[src/fpc_pkg.sv]
// Frame period calibrator: shared types and constants.
// No dependencies; used by the channel interfaces and the core module.
package fpc_pkg;

   localparam int ELAPSED_W  = 24;
   localparam int NOMINAL_W  = 23;
   localparam int OUT_W      = 24;
   localparam int CSR_DATA_W = 32;
   localparam int CSR_ADDR_W = 3;

   localparam logic [NOMINAL_W-1:0] NOMINAL_RESET = 23'd16667;

   // register index, taken from paddr[2]
   localparam logic REG_NOMINAL = 1'b0;

   typedef enum logic [1:0] {
      ST_IDLE,
      ST_LOAD,
      ST_DIVIDE,
      ST_CORRECT
   } state_type;

endpackage

[src/fpc_if.sv]
// Frame period calibrator: request and response channel interfaces.
// Depends on fpc_pkg for the payload widths.
interface fpc_req_if;
   logic                           valid;
   logic                           ready;
   logic [fpc_pkg::ELAPSED_W-1:0]  elapsed_us;

   modport source (output valid, output elapsed_us, input ready);
   modport sink   (input valid, input elapsed_us, output ready);
endinterface

interface fpc_rsp_if;
   logic                       valid;
   logic                       ready;
   logic [fpc_pkg::OUT_W-1:0]  next_timeout_us;
   logic [fpc_pkg::OUT_W-1:0]  average_us;
   logic                       fell_back;

   modport source (output valid, output next_timeout_us, output average_us,
                   output fell_back, input ready);
   modport sink   (input valid, input next_timeout_us, input average_us,
                   input fell_back, output ready);
endinterface

[src/frame_period_calibrator_core.sv]
// Frame period calibrator top level: sample ring, running sum, bit-serial divider.
// Depends on fpc_pkg, fpc_if (fpc_req_if, fpc_rsp_if) and fpc_ram.
//
// Channel  Direction  Handshake            Payload
// req_bus  in         valid/ready          elapsed_us
// rsp_bus  out        valid/ready          next_timeout_us, average_us, fell_back
// csr_*    in         APB, pready tied hi  nominal_interval at byte 0
//
// Each request passes through accept, ring read and sum update, then one
// quotient bit per cycle from the restoring divider.
// Synchronous reset clears the ring position, count and sum, and reloads the
// nominal interval with its default.
// A waiting response does not block the next request; the divider result is
// held until the output register is free.
module frame_period_calibrator_core #(
   parameter int WINDOW = 16
) (
   input  logic                                clock,
   input  logic                                reset,
   fpc_req_if.sink                             req_bus,
   fpc_rsp_if.source                           rsp_bus,
   input  logic                                csr_psel,
   input  logic                                csr_penable,
   input  logic                                csr_pwrite,
   input  logic [fpc_pkg::CSR_ADDR_W-1:0]      csr_paddr,
   input  logic [fpc_pkg::CSR_DATA_W-1:0]      csr_pwdata,
   output logic [fpc_pkg::CSR_DATA_W-1:0]      csr_prdata,
   output logic                                csr_pready
);

   localparam int SLOT_W = (WINDOW > 1) ? $clog2(WINDOW) : 1;
   localparam int FILL_W = $clog2(WINDOW + 1);
   localparam int SUM_W  = fpc_pkg::ELAPSED_W + $clog2(WINDOW);
   localparam int CNT_W  = $clog2(SUM_W);
   localparam logic [FILL_W-1:0] WINDOW_FILL = FILL_W'(WINDOW);
   localparam logic [SLOT_W-1:0] SLOT_LAST   = SLOT_W'(WINDOW - 1);
   localparam logic [CNT_W-1:0]  DIV_LAST    = CNT_W'(SUM_W - 1);

   fpc_pkg::state_type state_ff, state_in;

   logic [fpc_pkg::NOMINAL_W-1:0] nominal_ff, nominal_in;
   logic [SLOT_W-1:0]             slot_ff, slot_in;
   logic [FILL_W-1:0]             fill_ff, fill_in;
   logic [SUM_W-1:0]              sum_ff, sum_in;
   logic [fpc_pkg::ELAPSED_W-1:0] sample_ff, sample_in;
   logic [FILL_W-1:0]             rem_ff, rem_in;
   logic [SUM_W-1:0]              quo_ff, quo_in;
   logic [CNT_W-1:0]              cnt_ff, cnt_in;
   logic                          rsp_valid_ff, rsp_valid_in;
   logic [fpc_pkg::OUT_W-1:0]     timeout_ff, timeout_in;
   logic [fpc_pkg::OUT_W-1:0]     average_ff, average_in;
   logic                          fell_ff, fell_in;

   logic                          req_accept;
   logic                          csr_write;
   logic                          full;
   logic [fpc_pkg::ELAPSED_W-1:0] old_sample;
   logic [FILL_W:0]               div_shift;
   logic [FILL_W:0]               div_diff;
   logic                          div_ge;
   logic [fpc_pkg::OUT_W:0]       corr;
   logic                          corr_fall;
   logic                          out_free;

   // FSM control outputs
   logic                          ctl_ready;
   logic                          ctl_load;
   logic                          ctl_divide;
   logic                          ctl_emit;

   fpc_ram #(
      .WIDTH (fpc_pkg::ELAPSED_W),
      .DEPTH (WINDOW)
   ) u_ring (
      .clock   (clock),
      .wr_en   (ctl_load),
      .wr_addr (slot_ff),
      .wr_data (sample_ff),
      .rd_en   (req_accept),
      .rd_addr (slot_ff),
      .rd_data (old_sample)
   );

   assign req_accept = req_bus.valid && ctl_ready;
   assign req_bus.ready = ctl_ready;
   assign out_free = !rsp_valid_ff || rsp_bus.ready;

   // config port
   assign csr_pready = 1'b1;
   assign csr_write  = csr_psel && csr_penable && csr_pwrite
                       && (csr_paddr[2] == fpc_pkg::REG_NOMINAL);
   assign csr_prdata = (csr_paddr[2] == fpc_pkg::REG_NOMINAL)
                       ? {{(fpc_pkg::CSR_DATA_W - fpc_pkg::NOMINAL_W){1'b0}}, nominal_ff}
                       : '0;
   assign nominal_in = csr_write ? csr_pwdata[fpc_pkg::NOMINAL_W-1:0] : nominal_ff;

   // next state
   always_comb begin
      state_in = state_ff;
      unique case (state_ff)
         fpc_pkg::ST_IDLE: begin
            if (req_bus.valid) begin
               state_in = fpc_pkg::ST_LOAD;
            end
         end
         fpc_pkg::ST_LOAD: begin
            state_in = fpc_pkg::ST_DIVIDE;
         end
         fpc_pkg::ST_DIVIDE: begin
            if (cnt_ff == DIV_LAST) begin
               state_in = fpc_pkg::ST_CORRECT;
            end
         end
         fpc_pkg::ST_CORRECT: begin
            if (out_free) begin
               state_in = fpc_pkg::ST_IDLE;
            end
         end
         default: state_in = fpc_pkg::ST_IDLE;
      endcase
   end

   // FSM outputs
   always_comb begin
      ctl_ready  = 1'b0;
      ctl_load   = 1'b0;
      ctl_divide = 1'b0;
      ctl_emit   = 1'b0;
      unique case (state_ff)
         fpc_pkg::ST_IDLE:    ctl_ready  = 1'b1;
         fpc_pkg::ST_LOAD:    ctl_load   = 1'b1;
         fpc_pkg::ST_DIVIDE:  ctl_divide = 1'b1;
         fpc_pkg::ST_CORRECT: ctl_emit   = out_free;
         default: ;
      endcase
   end

   // ring position, count and running sum
   assign full = (fill_ff == WINDOW_FILL);

   always_comb begin
      sample_in = req_accept ? req_bus.elapsed_us : sample_ff;
      slot_in   = slot_ff;
      fill_in   = fill_ff;
      sum_in    = sum_ff;
      if (ctl_load) begin
         slot_in = (slot_ff == SLOT_LAST) ? '0 : slot_ff + 1'b1;
         fill_in = full ? fill_ff : fill_ff + 1'b1;
         sum_in  = sum_ff
                   - (full ? SUM_W'(old_sample) : '0)
                   + SUM_W'(sample_ff);
      end
   end

   // restoring divider, one quotient bit per cycle
   assign div_shift = {rem_ff, quo_ff[SUM_W-1]};
   assign div_diff  = div_shift - {1'b0, fill_ff};
   assign div_ge    = !div_diff[FILL_W];

   always_comb begin
      rem_in = rem_ff;
      quo_in = quo_ff;
      cnt_in = cnt_ff;
      if (ctl_load) begin
         rem_in = '0;
         quo_in = sum_in;
         cnt_in = '0;
      end else if (ctl_divide) begin
         rem_in = div_ge ? div_diff[FILL_W-1:0] : div_shift[FILL_W-1:0];
         quo_in = {quo_ff[SUM_W-2:0], div_ge};
         cnt_in = cnt_ff + 1'b1;
      end
   end

   // 2 * nominal - average, falling back to nominal when not positive
   assign corr = {1'b0, nominal_ff, 1'b0} - {1'b0, quo_ff[fpc_pkg::OUT_W-1:0]};
   assign corr_fall = corr[fpc_pkg::OUT_W] || (corr == '0);

   always_comb begin
      rsp_valid_in = rsp_valid_ff;
      timeout_in   = timeout_ff;
      average_in   = average_ff;
      fell_in      = fell_ff;
      if (rsp_valid_ff && rsp_bus.ready) begin
         rsp_valid_in = 1'b0;
      end
      if (ctl_emit) begin
         rsp_valid_in = 1'b1;
         timeout_in   = corr_fall ? {1'b0, nominal_ff} : corr[fpc_pkg::OUT_W-1:0];
         average_in   = quo_ff[fpc_pkg::OUT_W-1:0];
         fell_in      = corr_fall;
      end
   end

   always_ff @(posedge clock) begin
      if (reset) begin
         state_ff     <= fpc_pkg::ST_IDLE;
         nominal_ff   <= fpc_pkg::NOMINAL_RESET;
         slot_ff      <= '0;
         fill_ff      <= '0;
         sum_ff       <= '0;
         cnt_ff       <= '0;
         rsp_valid_ff <= 1'b0;
      end else begin
         state_ff     <= state_in;
         nominal_ff   <= nominal_in;
         slot_ff      <= slot_in;
         fill_ff      <= fill_in;
         sum_ff       <= sum_in;
         cnt_ff       <= cnt_in;
         rsp_valid_ff <= rsp_valid_in;
      end
   end

   always_ff @(posedge clock) begin
      sample_ff  <= sample_in;
      rem_ff     <= rem_in;
      quo_ff     <= quo_in;
      timeout_ff <= timeout_in;
      average_ff <= average_in;
      fell_ff    <= fell_in;
   end

   assign rsp_bus.valid           = rsp_valid_ff;
   assign rsp_bus.next_timeout_us = timeout_ff;
   assign rsp_bus.average_us      = average_ff;
   assign rsp_bus.fell_back       = fell_ff;

   // checks
   a_fill_bound: assert property (@(posedge clock) disable iff (reset)
      fill_ff <= WINDOW_FILL)
      else $error("sample count beyond window");

   a_slot_tracks_fill: assert property (@(posedge clock) disable iff (reset)
      !full |-> (FILL_W'(slot_ff) == fill_ff))
      else $error("ring position out of step with count while filling");

   a_accept_loads: assert property (@(posedge clock) disable iff (reset)
      req_accept |=> state_ff == fpc_pkg::ST_LOAD)
      else $error("accepted request not loaded");

   a_rsp_from_correct: assert property (@(posedge clock) disable iff (reset)
      $rose(rsp_valid_ff) |-> $past(state_ff) == fpc_pkg::ST_CORRECT)
      else $error("response raised outside correction step");

   a_timeout_nonzero: assert property (@(posedge clock) disable iff (reset)
      (rsp_valid_ff && !fell_ff) |-> (timeout_ff != '0))
      else $error("zero timeout without fallback");

endmodule

[src/fpc_ram.sv]
// Frame period calibrator: generic single-write, single-read RAM, registered read.
// No dependencies.
module fpc_ram #(
   parameter int WIDTH = 24,
   parameter int DEPTH = 16
) (
   input  logic                                  clock,
   input  logic                                  wr_en,
   input  logic [(DEPTH > 1 ? $clog2(DEPTH) : 1)-1:0] wr_addr,
   input  logic [WIDTH-1:0]                      wr_data,
   input  logic                                  rd_en,
   input  logic [(DEPTH > 1 ? $clog2(DEPTH) : 1)-1:0] rd_addr,
   output logic [WIDTH-1:0]                      rd_data
);

   logic [WIDTH-1:0] mem_ff [DEPTH];
   logic [WIDTH-1:0] rd_data_ff;

   always_ff @(posedge clock) begin
      if (wr_en) begin
         mem_ff[wr_addr] <= wr_data;
      end
      if (rd_en) begin
         rd_data_ff <= mem_ff[rd_addr];
      end
   end

   assign rd_data = rd_data_ff;

endmodule
[src/flat_wrapper.sv]
// flat-port wrapper written by rule: the top's interface ports become plain ports
module frame_period_calibrator_core_flat 
#(
   parameter int WINDOW = 16
)
  (clock, reset, csr_psel, csr_penable, csr_pwrite, csr_paddr, csr_pwdata, csr_prdata, csr_pready, req_bus_valid, req_bus_elapsed_us, req_bus_ready, rsp_bus_valid, rsp_bus_next_timeout_us, rsp_bus_average_us, rsp_bus_fell_back, rsp_bus_ready);
  fpc_req_if req_bus_i ();
  fpc_rsp_if rsp_bus_i ();
  input  logic clock;
  input  logic reset;
  input  logic csr_psel;
  input  logic csr_penable;
  input  logic csr_pwrite;
  input  logic [fpc_pkg::CSR_ADDR_W-1:0] csr_paddr;
  input  logic [fpc_pkg::CSR_DATA_W-1:0] csr_pwdata;
  output logic [fpc_pkg::CSR_DATA_W-1:0] csr_prdata;
  output logic csr_pready;
  input wire logic [$bits(req_bus_i.valid)-1:0] req_bus_valid;
  input wire logic [$bits(req_bus_i.elapsed_us)-1:0] req_bus_elapsed_us;
  output wire logic [$bits(req_bus_i.ready)-1:0] req_bus_ready;
  output wire logic [$bits(rsp_bus_i.valid)-1:0] rsp_bus_valid;
  output wire logic [$bits(rsp_bus_i.next_timeout_us)-1:0] rsp_bus_next_timeout_us;
  output wire logic [$bits(rsp_bus_i.average_us)-1:0] rsp_bus_average_us;
  output wire logic [$bits(rsp_bus_i.fell_back)-1:0] rsp_bus_fell_back;
  input wire logic [$bits(rsp_bus_i.ready)-1:0] rsp_bus_ready;
  assign req_bus_i.valid = req_bus_valid;
  assign req_bus_i.elapsed_us = req_bus_elapsed_us;
  assign req_bus_ready = req_bus_i.ready;
  assign rsp_bus_valid = rsp_bus_i.valid;
  assign rsp_bus_next_timeout_us = rsp_bus_i.next_timeout_us;
  assign rsp_bus_average_us = rsp_bus_i.average_us;
  assign rsp_bus_fell_back = rsp_bus_i.fell_back;
  assign rsp_bus_i.ready = rsp_bus_ready;
  frame_period_calibrator_core #(.WINDOW(WINDOW)) u_core (.clock(clock), .reset(reset), .req_bus(req_bus_i), .rsp_bus(rsp_bus_i), .csr_psel(csr_psel), .csr_penable(csr_penable), .csr_pwrite(csr_pwrite), .csr_paddr(csr_paddr), .csr_pwdata(csr_pwdata), .csr_prdata(csr_prdata), .csr_pready(csr_pready));
endmodule
[config.mk]
export PLATFORM = sky130hd
export DESIGN_NAME = frame_period_calibrator_core_flat
export DESIGN_NICKNAME = d
export VERILOG_FILES = /design/src/fpc_pkg.sv /design/src/fpc_if.sv /design/src/frame_period_calibrator_core.sv /design/src/fpc_ram.sv /design/src/flat_wrapper.sv
export SDC_FILE = /design/constraint.sdc
export NUM_CORES = 1
export LEC_CHECK = 0
export BUFFER_PORTS_ARGS = -buffer_cell sky130_fd_sc_hd__buf_4
export CORE_MARGIN = 8
export CORE_UTILIZATION = 50
export CTS_CLUSTER_SIZE = 14
export DETAILED_ROUTE_END_ITERATION = 10
export HOLD_SLACK_MARGIN = 0.02
export PLACE_DENSITY = 0.69
export SETUP_SLACK_MARGIN = 0.2
export SLEW_MARGIN = 15
export SYNTH_ARGS = -nofsm -noshare
export SYNTH_HDL_FRONTEND = slang
export SYNTH_HIERARCHICAL = 1
export SYNTH_SLANG_ARGS = --single-unit
[constraint.sdc]
create_clock -name clock -period 4.07 [get_ports clock]
set_input_delay 0.2035 -clock clock [delete_from_list [all_inputs] [get_ports clock]]
set_output_delay 0.2035 -clock clock [all_outputs]
set_load 0.01 [all_outputs]
==> results of run 1 <==
per-stage QoR:
step / setup slack, ns / instances / total power (W)
CTS: -0.158 / 2775 / 0.0212
global route: -0.345 / 2783 / 0.0227
finish: -0.179 / 2783 / 0.0215
detailed placement: -0.184 / 2602 / 0.0155
floorplan: 0.0445 / 1764 / 0.0132
global placement: -0.132 / 2602 / 0.0152
cell usage after synthesis, drive strengths merged (4+ instances only):
| cell type | instances | area [µm²] |
|---|---|---|
| ha | 65 | 813 |
| o31ai | 7 | 52.6 |
| mux4 | 96 | 2160 |
| clkbuf | 50 | 189 |
| mux2i | 17 | 170 |
| nor2b | 28 | 175 |
| or4 | 4 | 33.8 |
| and3 | 5 | 32.5 |
| a21oi | 96 | 492 |
| o21ai | 55 | 275 |
| or3 | 5 | 32.5 |
| nand3 | 13 | 77.6 |
| nand2b | 6 | 37.5 |
| and2 | 28 | 176 |
| nand3b | 8 | 60.1 |
| mux2 | 10 | 131 |
| nor2 | 79 | 297 |
| dfxtp | 73 | 1460 |
| a21o | 20 | 151 |
| buf | 30 | 231 |
| inv | 163 | 612 |
| a211oi | 14 | 105 |
| nor3 | 27 | 135 |
| a211o | 4 | 35.0 |
| edfxtp | 509 | 15300 |
| xor2 | 13 | 114 |
| a31oi | 7 | 43.8 |
| o21a | 6 | 45.0 |
| nor4 | 4 | 31.3 |
| xnor2 | 37 | 324 |
| nand2 | 142 | 533 |
| o211ai | 8 | 60.1 |
| a22oi | 48 | 360 |
| nand4 | 8 | 50.1 |
| fa | 26 | 521 |
layout make-up:
| class | count | area, µm² | area share [%] |
|---|---|---|---|
| flip-flops and latches | 582 | 16800 | 53.8 |
| multi-input cells | 940 | 8550 | 27.4 |
| repair buffers | 307 | 2510 | 8.05 |
| clock buffers | 76 | 1570 | 5.04 |
| well taps | 680 | 851 | 2.73 |
| inverters | 163 | 614 | 1.97 |
| clock inverters | 35 | 327 | 1.05 |
state kept, by name (all words and copies together) (netlist names):
signal	cells
u_core/rsp_bus.fell_back	1
u_core/slot_ff	4
u_core/u_ring/rd_data	24
u_core/sample_ff	24
u_core/u_ring/mem_ff	384
u_core/nominal_ff	23
u_core/state_ff	2
u_core/rem_ff	5
u_core/rsp_bus.next_timeout_us	24
u_core/rsp_bus.valid	1
u_core/fill_ff	5
u_core/cnt_ff	5
u_core/quo_ff	28
u_core/rsp_bus.average_us	24
u_core/sum_ff	28
routing by layer:
layer	track usage [%]	vias to the layer above	share of wire (%)	routed length [µm]
li1	-	7132	-	-
met1	25.1	7819	41	24300
met2	33.7	538	50	29300
met3	3.57	104	6.3	3690
met4	5.92	0	2.6	1550
met5	0	-	0	0
path summary, 6_finish.rpt:
kind | from | endpoint | slack [ns] | cells after the start
worst max-delay path | u_core/quo_ff[3]$_DFFE_PP_ | u_core/rsp_bus.next_timeout_us[3]$_DFFE_PP_ | -0.18 | 14
worst min register to register | u_core/quo_ff[13]$_DFFE_PP_ | u_core/rsp_bus.average_us[13]$_DFFE_PP_ | 0.45 | 0
worst min-delay path | req_bus_valid | u_core/state_ff[0]$_SDFFE_PP0P_ | 0.08 | 5
worst max register to register | u_core/quo_ff[3]$_DFFE_PP_ | u_core/rsp_bus.next_timeout_us[3]$_DFFE_PP_ | -0.18 | 14
cell families (layout without fill, tap and decap cells):
| kind of cell | count (synthesis) | after routing | synth area share (%) |
|---|---|---|---|
| flip-flops | 582 | 582 | 65.2 |
| AND/OR/NAND/NOR | 369 | 370 | 6.91 |
| AO/OA/AOI/OAI | 296 | 296 | 7.39 |
| buffers and inverters | 243 | 581 | 4.02 |
| multiplexers | 123 | 123 | 9.59 |
| adder cells (fa/ha/maj) | 91 | 91 | 5.19 |
| XOR/XNOR | 50 | 50 | 1.70 |
| other | 2 | 10 | 0.0292 |
worst register-to-register path, stage by stage (launching register included):
cell	delay, ns
edfxtp_1	0.40
inv_2	0.10
ha_4	0.20
a21oi_2	0.12
and2b_2	0.25
or4_4	0.51
a2111oi_4	0.30
nand4b_1	0.17
or4_4	0.50
or4_4	0.51
nor4_4	0.19
nand3b_1	0.14
buf_6	0.15
nand3_4	0.14
mux2_4	0.32
repair_timing:
action | in CTS | in global routing
buffers inserted | 13 | 8
cloned | 1 | 0
endpoints found under the setup margin | 49 | 48
gates resized for setup | 58 | 54
hold endpoints to repair | 48 | 0
hold buffers | 48 | 0
pin swaps | 30 | 33
where the power goes:
part / internal, W / switching, W / total [W] / leakage (nW)
Sequential: 0.00764 / 0.000558 / 0.00820 / 5.22
Clock: 0.00299 / 0.00227 / 0.00526 / 0.930
Combinational: 0.00379 / 0.00425 / 0.00804 / 5.12
Total: 0.0144 / 0.00708 / 0.0215 / 11.3
==> impl_metrics.py, run 1 <==
metrics = {
    "logic_synthesis": {
        "synth-edff-count": 509,
        "syn-cell-area_um2": 25700,
        "synth_ff_type": "edfxtp_1",
        "synth-async-reset-ratio_pct": 0,
        "ys_seq_area_share_pct": 65.2,
        "synth_seq_cells": 582,
        "syn_area_per_cell_um2": 14.6,
        "yosysWarnings": 6,
        "ys_types": 79,
        "postSynthCellCount": 1756,
    },
    "clock_tree": {
        "clockRootBuffer": "clkbuf_16",
        "clock_sinks": 582,
        "insertion_delay_ns": 0.63,
        "path_clk_slew_ns": 0.06,
        "clockBufferDepth": 3,
        "h-tree-depth": 2,
        "cts_tree": "built",
        "cts_made_buffers": 59,
    },
    "global_route": {
        "grt_overflow": 0,
        "grt_start_max_net_pins": 77,
        "antenna_found_initial": 0,
        "grt_pass1_vias": 16025,
        "grt_use_total_pct": 19.6,
        "grt_pass1_wl_um": 91300,
    },
    "sta": {
        "fin_crit_sh_pct": 104,
        "maxSlewHeadroom_pct": 23.3,
        "hold_violations": 0,
        "timing.final.ws_setup_ns": -0.179,
        "setup_tns_ns": -2.67,
        "finalHoldWorstSlack_ns": 0.0820,
        "worstMarginPinSlew_ns": 1.15,
        "drv_slew": 0,
        "max_freq_mhz": 235,
        "finalCriticalPeriod_ns": 4.25,
        "grt_setup_unrepaired": "yes",
        "skew_ns": 0.0179,
        "final-setup-viol-count": 23,
    },
    "route": {
        "totalWireLength_um": 58800,
        "drt-initial-drc-count": 1346,
        "detail_route.first_pass.iterations": 7,
        "antenna_left": 0,
        "route.vias.total": 15593,
        "post_drt_wl_per_cell_um": 21.1,
        "drc": 0,
        "viasPerCell": 5.60,
    },
    "worst_setup_path": {
        "required_ns": 4.44,
        "max_stage_delay_ns": 0.51,
        "worst-path-buf-inv": 2,
        "crit_slowest_cell": "or4_4",
        "worst_ep_arrival_time_ns": 4.62,
        "path_delay_family": "simple AND/OR/NAND/NOR gates",
        "worstSetupStartpointType": "register",
        "crit_top_cell": "or4_4",
        "path_cells": "inv_2 > ha_4 > a21oi_2 > and2b_2 > or4_4 > a2111oi_4 > nand4b_1 > or4_4 > or4_4 > nor4_4 > nand3b_1 > buf_6 > nand3_4 > mux2_4",
        "cp_max_fo": 6,
        "cp-end-kind": "register",
        "crit_type": "reg2reg",
    },
    "die": {
        "die_w_um": 243,
        "fp.coreArea_um2": 51100,
        "io-pin-count": 150,
        "die_area_um2": 58900,
        "num_rows": 83,
        "initial_utilization_pct": 50.3,
        "fp.dieH_um": 243,
    },
    "flow_run": {
        "cap_violations": 0,
    },
    "layout": {
        "nFillCells": 3795,
        "fin_util_pct": 61.0,
        "antenna_cells": 0,
        "area_growth_pct": 21.3,
        "drive_gt1_share_pct": 27.6,
        "layout.nets": 2210,
        "mostFrequentLayoutCells": "509 x edfxtp_1, 243 x buf_4, 153 x inv_1",
        "post-route-cell-area_um2": 31200,
        "final_common_cell": "edfxtp_1",
    },
    "place": {
        "placed_area_um2": 28200,
        "gp_congestion": 0.846,
        "dp_hpwl_um": 37500,
        "io_buffers": 128,
    },
    "min_path": {
        "hold_class": "in2reg",
    },
    "power_and_ir_drop": {
        "worst_ir_drop_vdd_v": 0.000462,
        "leakagePower_nw": 11.3,
        "power_density_nw_per_um2": 690,
    },
    "outcome": {
        "violations": "negative setup slack",
        "status": "complete, but fails checks",
    },
}
(Power assumes the default switching activity.)
==> run 2: changes to the inputs <==
--- a/config.mk
+++ b/config.mk
@@ -5,6 +5,7 @@
 export SDC_FILE = /design/constraint.sdc
 export NUM_CORES = 1
 export LEC_CHECK = 0
+export ABC_AREA = 1
 export BUFFER_PORTS_ARGS = -buffer_cell sky130_fd_sc_hd__buf_4
 export CORE_MARGIN = 8
 export CORE_UTILIZATION = 50
==> run 2 against run 1 <==
The run now ends clean. Combinational power decreased by 1%. Non-clock buffer count down 69. Global-route usage grew 2.3 points. Routed wire length is 22% higher. Critical path depth rose by 3. Via count grew 35%. Setup slack improved by 0.60 ns. Largest cell class unchanged.
==> impl_metrics.py, run 2 <==
metrics = {
    "layout": {
        "final_common_cell": "nand2_1",
        "largest_reg_flops": 384,
        "nFillCells": 4696,
        "antenna_cells": 0,
        "largest-register": "u_core/u_ring/mem_ff",
        "fin_util_pct": 58.3,
        "drive_gt1_share_pct": 10.3,
        "reg_top3": "u_core/u_ring/mem_ff x384, u_core/quo_ff x28, u_core/sum_ff x28",
        "layout.nets": 3411,
        "area_growth_pct": 15.7,
        "mostFrequentLayoutCells": "825 x nand2_1, 607 x inv_1, 509 x edfxtp_1",
    },
    "place": {
        "dpl_worst_slack_ns": 0.165,
        "gp_congestion": 0.891,
        "dp_hpwl_um": 48600,
        "io_buffers": 128,
    },
    "route": {
        "drc": 0,
        "antenna_left": 0,
        "viasPerCell": 5.17,
        "detail_route.first_pass.iterations": 7,
        "post_drt_wl_per_cell_um": 17.6,
        "drt-initial-drc-count": 1593,
        "totalWireLength_um": 71700,
        "route.vias.total": 20982,
    },
    "outcome": {
        "status": "complete, no violations",
    },
    "logic_synthesis": {
        "synth-async-reset-ratio_pct": 0,
        "synth_area_leaders": "edfxtp_1 54%, nand2_1 11%, inv_1 8.0%",
        "postSynthCellCount": 3067,
        "synth_most_common_cell": "nand2_1",
        "synth_ff_type": "edfxtp_1",
        "syn-cell-area_um2": 28400,
        "ys_types": 43,
        "yosysWarnings": 6,
        "synth_top_area_cell": "edfxtp_1",
        "synth-edff-count": 509,
        "synth_seq_cells": 582,
        "synth_top_area_share_pct": 53.9,
        "synth_commonest_cells": "825 x nand2_1, 608 x inv_1, 509 x edfxtp_1",
        "syn_area_per_cell_um2": 9.25,
        "ys_seq_area_share_pct": 59.0,
    },
    "power_and_ir_drop": {
        "worst_ir_drop_vdd_v": 0.000470,
        "power_density_nw_per_um2": 664,
        "leakagePower_nw": 14.6,
        "p_int_w": 0.0135,
        "combPwrFrac_pct": 36.5,
        "p_sw_w": 0.00826,
        "clockPowerShare_pct": 26.0,
        "switching_share_pct": 37.9,
        "total_power_w": 0.0218,
        "seqPwrFrac_pct": 37.5,
    },
    "worst_setup_path": {
        "required_ns": 4.42,
        "cp_max_fo": 26,
        "worstSetupStartpointType": "register",
        "crit_type": "reg2reg",
        "cp-end-kind": "register",
        "reg2reg_slack_ns": 0.42,
        "worst_ep_arrival_time_ns": 4.00,
    },
    "clock_tree": {
        "path_clk_slew_ns": 0.06,
        "post_cts_buffers": 0,
        "cts_tree": "built",
        "cts_made_buffers": 60,
        "insertion_delay_ns": 0.65,
        "clockBufferDepth": 3,
        "clockRootBuffer": "clkbuf_16",
        "clock_sinks": 582,
        "h-tree-depth": 2,
    },
    "sta": {
        "maxSlewHeadroom_pct": 24.0,
        "worstMarginPinSlew_ns": 1.14,
        "timing.final.ws_setup_ns": 0.421,
        "fin_crit_sh_pct": 89.7,
        "finalCriticalPeriod_ns": 3.65,
        "grt_setup_unrepaired": "no",
        "hold_violations": 0,
        "drv_slew": 0,
        "setup_tns_ns": 0,
        "max_freq_mhz": 274,
        "skew_ns": 0.0427,
        "final-setup-viol-count": 0,
    },
    "die": {
        "io-pin-count": 150,
        "die_w_um": 254,
        "initial_utilization_pct": 50.4,
        "fp.dieH_um": 254,
        "die_area_um2": 64600,
        "fp.coreArea_um2": 56300,
        "num_rows": 87,
    },
    "global_route": {
        "grt_overflow": 0,
        "grt_pass1_wl_um": 111000,
        "grt_pass1_vias": 20896,
        "antenna_found_initial": 0,
        "grt_use_total_pct": 21.8,
        "grt_start_max_net_pins": 84,
    },
    "flow_run": {
        "cap_violations": 0,
    },
    "min_path": {
        "hold_class": "in2reg",
    },
}
-- run 2: cell types whose count changed in the layout (fill, tap and decap cells not counted), moves of 50 or more --
| cell | before | now |
|---|---|---|
| buf_4 | 243 | 184 |
| inv_1 | 153 | 607 |
| mux4_2 | 96 | 0 |
| nand2_1 | 141 | 825 |
| nand3_1 | 10 | 365 |
| nor2_1 | 66 | 116 |
| o21ai_0 | 34 | 90 |
-- run 2: worst paths after layout --
kind / startpoint / end / cells after the start
worst max register to register: u_core/fill_ff[1]$_SDFFE_PP0P_ / u_core/quo_ff[20]$_DFFE_PP_ / 17
worst max-delay path: u_core/fill_ff[1]$_SDFFE_PP0P_ / u_core/quo_ff[20]$_DFFE_PP_ / 17
worst min-delay path: req_bus_valid / u_core/state_ff[1]$_SDFFE_PP0P_ / 4
worst min register to register: u_core/quo_ff[17]$_DFFE_PP_ / u_core/rsp_bus.average_us[17]$_DFFE_PP_ / 0
-- run 2: final cells by class --
class                           instances  area, µm²  share of cell area, %
Clock buffer                           78       1600                   4.87
Tap cell                              756        946                   2.88
Inverter                              616       2310                   7.05
Clock inverter                         36        453                   1.38
Multi-Input combinational cell       1756       8800                   26.8
Sequential cell                       582      16800                   51.0
Timing Repair Buffer                  238       1960                   5.98
-- run 2: critical path, cell delays in order (launching register included) --
cell	delay, ns
dfxtp_2	0.38
inv_1	0.09
ha_1	0.18
nand4_1	0.13
buf_12	0.19
nor2_1	0.07
fa_1	0.48
inv_1	0.04
ha_1	0.38
nand2_1	0.17
o21ai_0	0.36
nand2_1	0.09
nand2_1	0.07
nand2_1	0.05
nand3_1	0.17
a21oi_1	0.09
o21ai_0	0.22
o21ai_0	0.18
-- run 2: cells by family (layout without fill, tap and decap cells) --
family / count (synthesis) / count (layout) / synth area share [%]
buf+inv: 737 / 968 / 10.4
compound gates: 249 / 249 / 4.76
other cells: 2 / 10 / 0.0265
flops: 582 / 582 / 59.0
fa+ha+maj: 91 / 91 / 4.70
simple gates: 1394 / 1394 / 20.8
xor+xnor: 12 / 12 / 0.370
-- run 2: power by group through the flow --
stage | sequential, W | combinational [W] | clock (W)
2_1_floorplan | 0.00807 | 0.00556 | 0
3_3_place_gp | 0.00828 | 0.00763 | 0
3_5_place_dp | 0.00831 | 0.00780 | 0
4_1_cts | 0.00818 | 0.00790 | 0.00578
5_1_grt | 0.00826 | 0.00896 | 0.00601
6_report | 0.00818 | 0.00795 | 0.00567
-- run 2: per-stage QoR --
step | cells | instance area [µm²] | hold WS [ns]
finish | 4062 | 32800 | 0.140
global route | 4062 | 32800 | 0.178
CTS | 4062 | 32800 | 0.0930
detailed placement | 3898 | 30200 | 0.383
global placement | 3898 | 30200 | 0.382
floorplan | 3075 | 28400 | 0.302
-- run 2: metal layers --
layer  global-route usage, %  wire (µm)
met5                       0          0
met4                    7.66       2090
met3                    2.53       4370
met2                    38.8      35800
met1                    27.4      29400
-- run 2: what timing repair did --
action / 4_1_cts / 5_1_grt
hold buffers: 50 / 0
gates resized for setup: 2 / 13
endpoints found under the hold margin: 58 / 0
endpoints found under the setup margin: 1 / 23
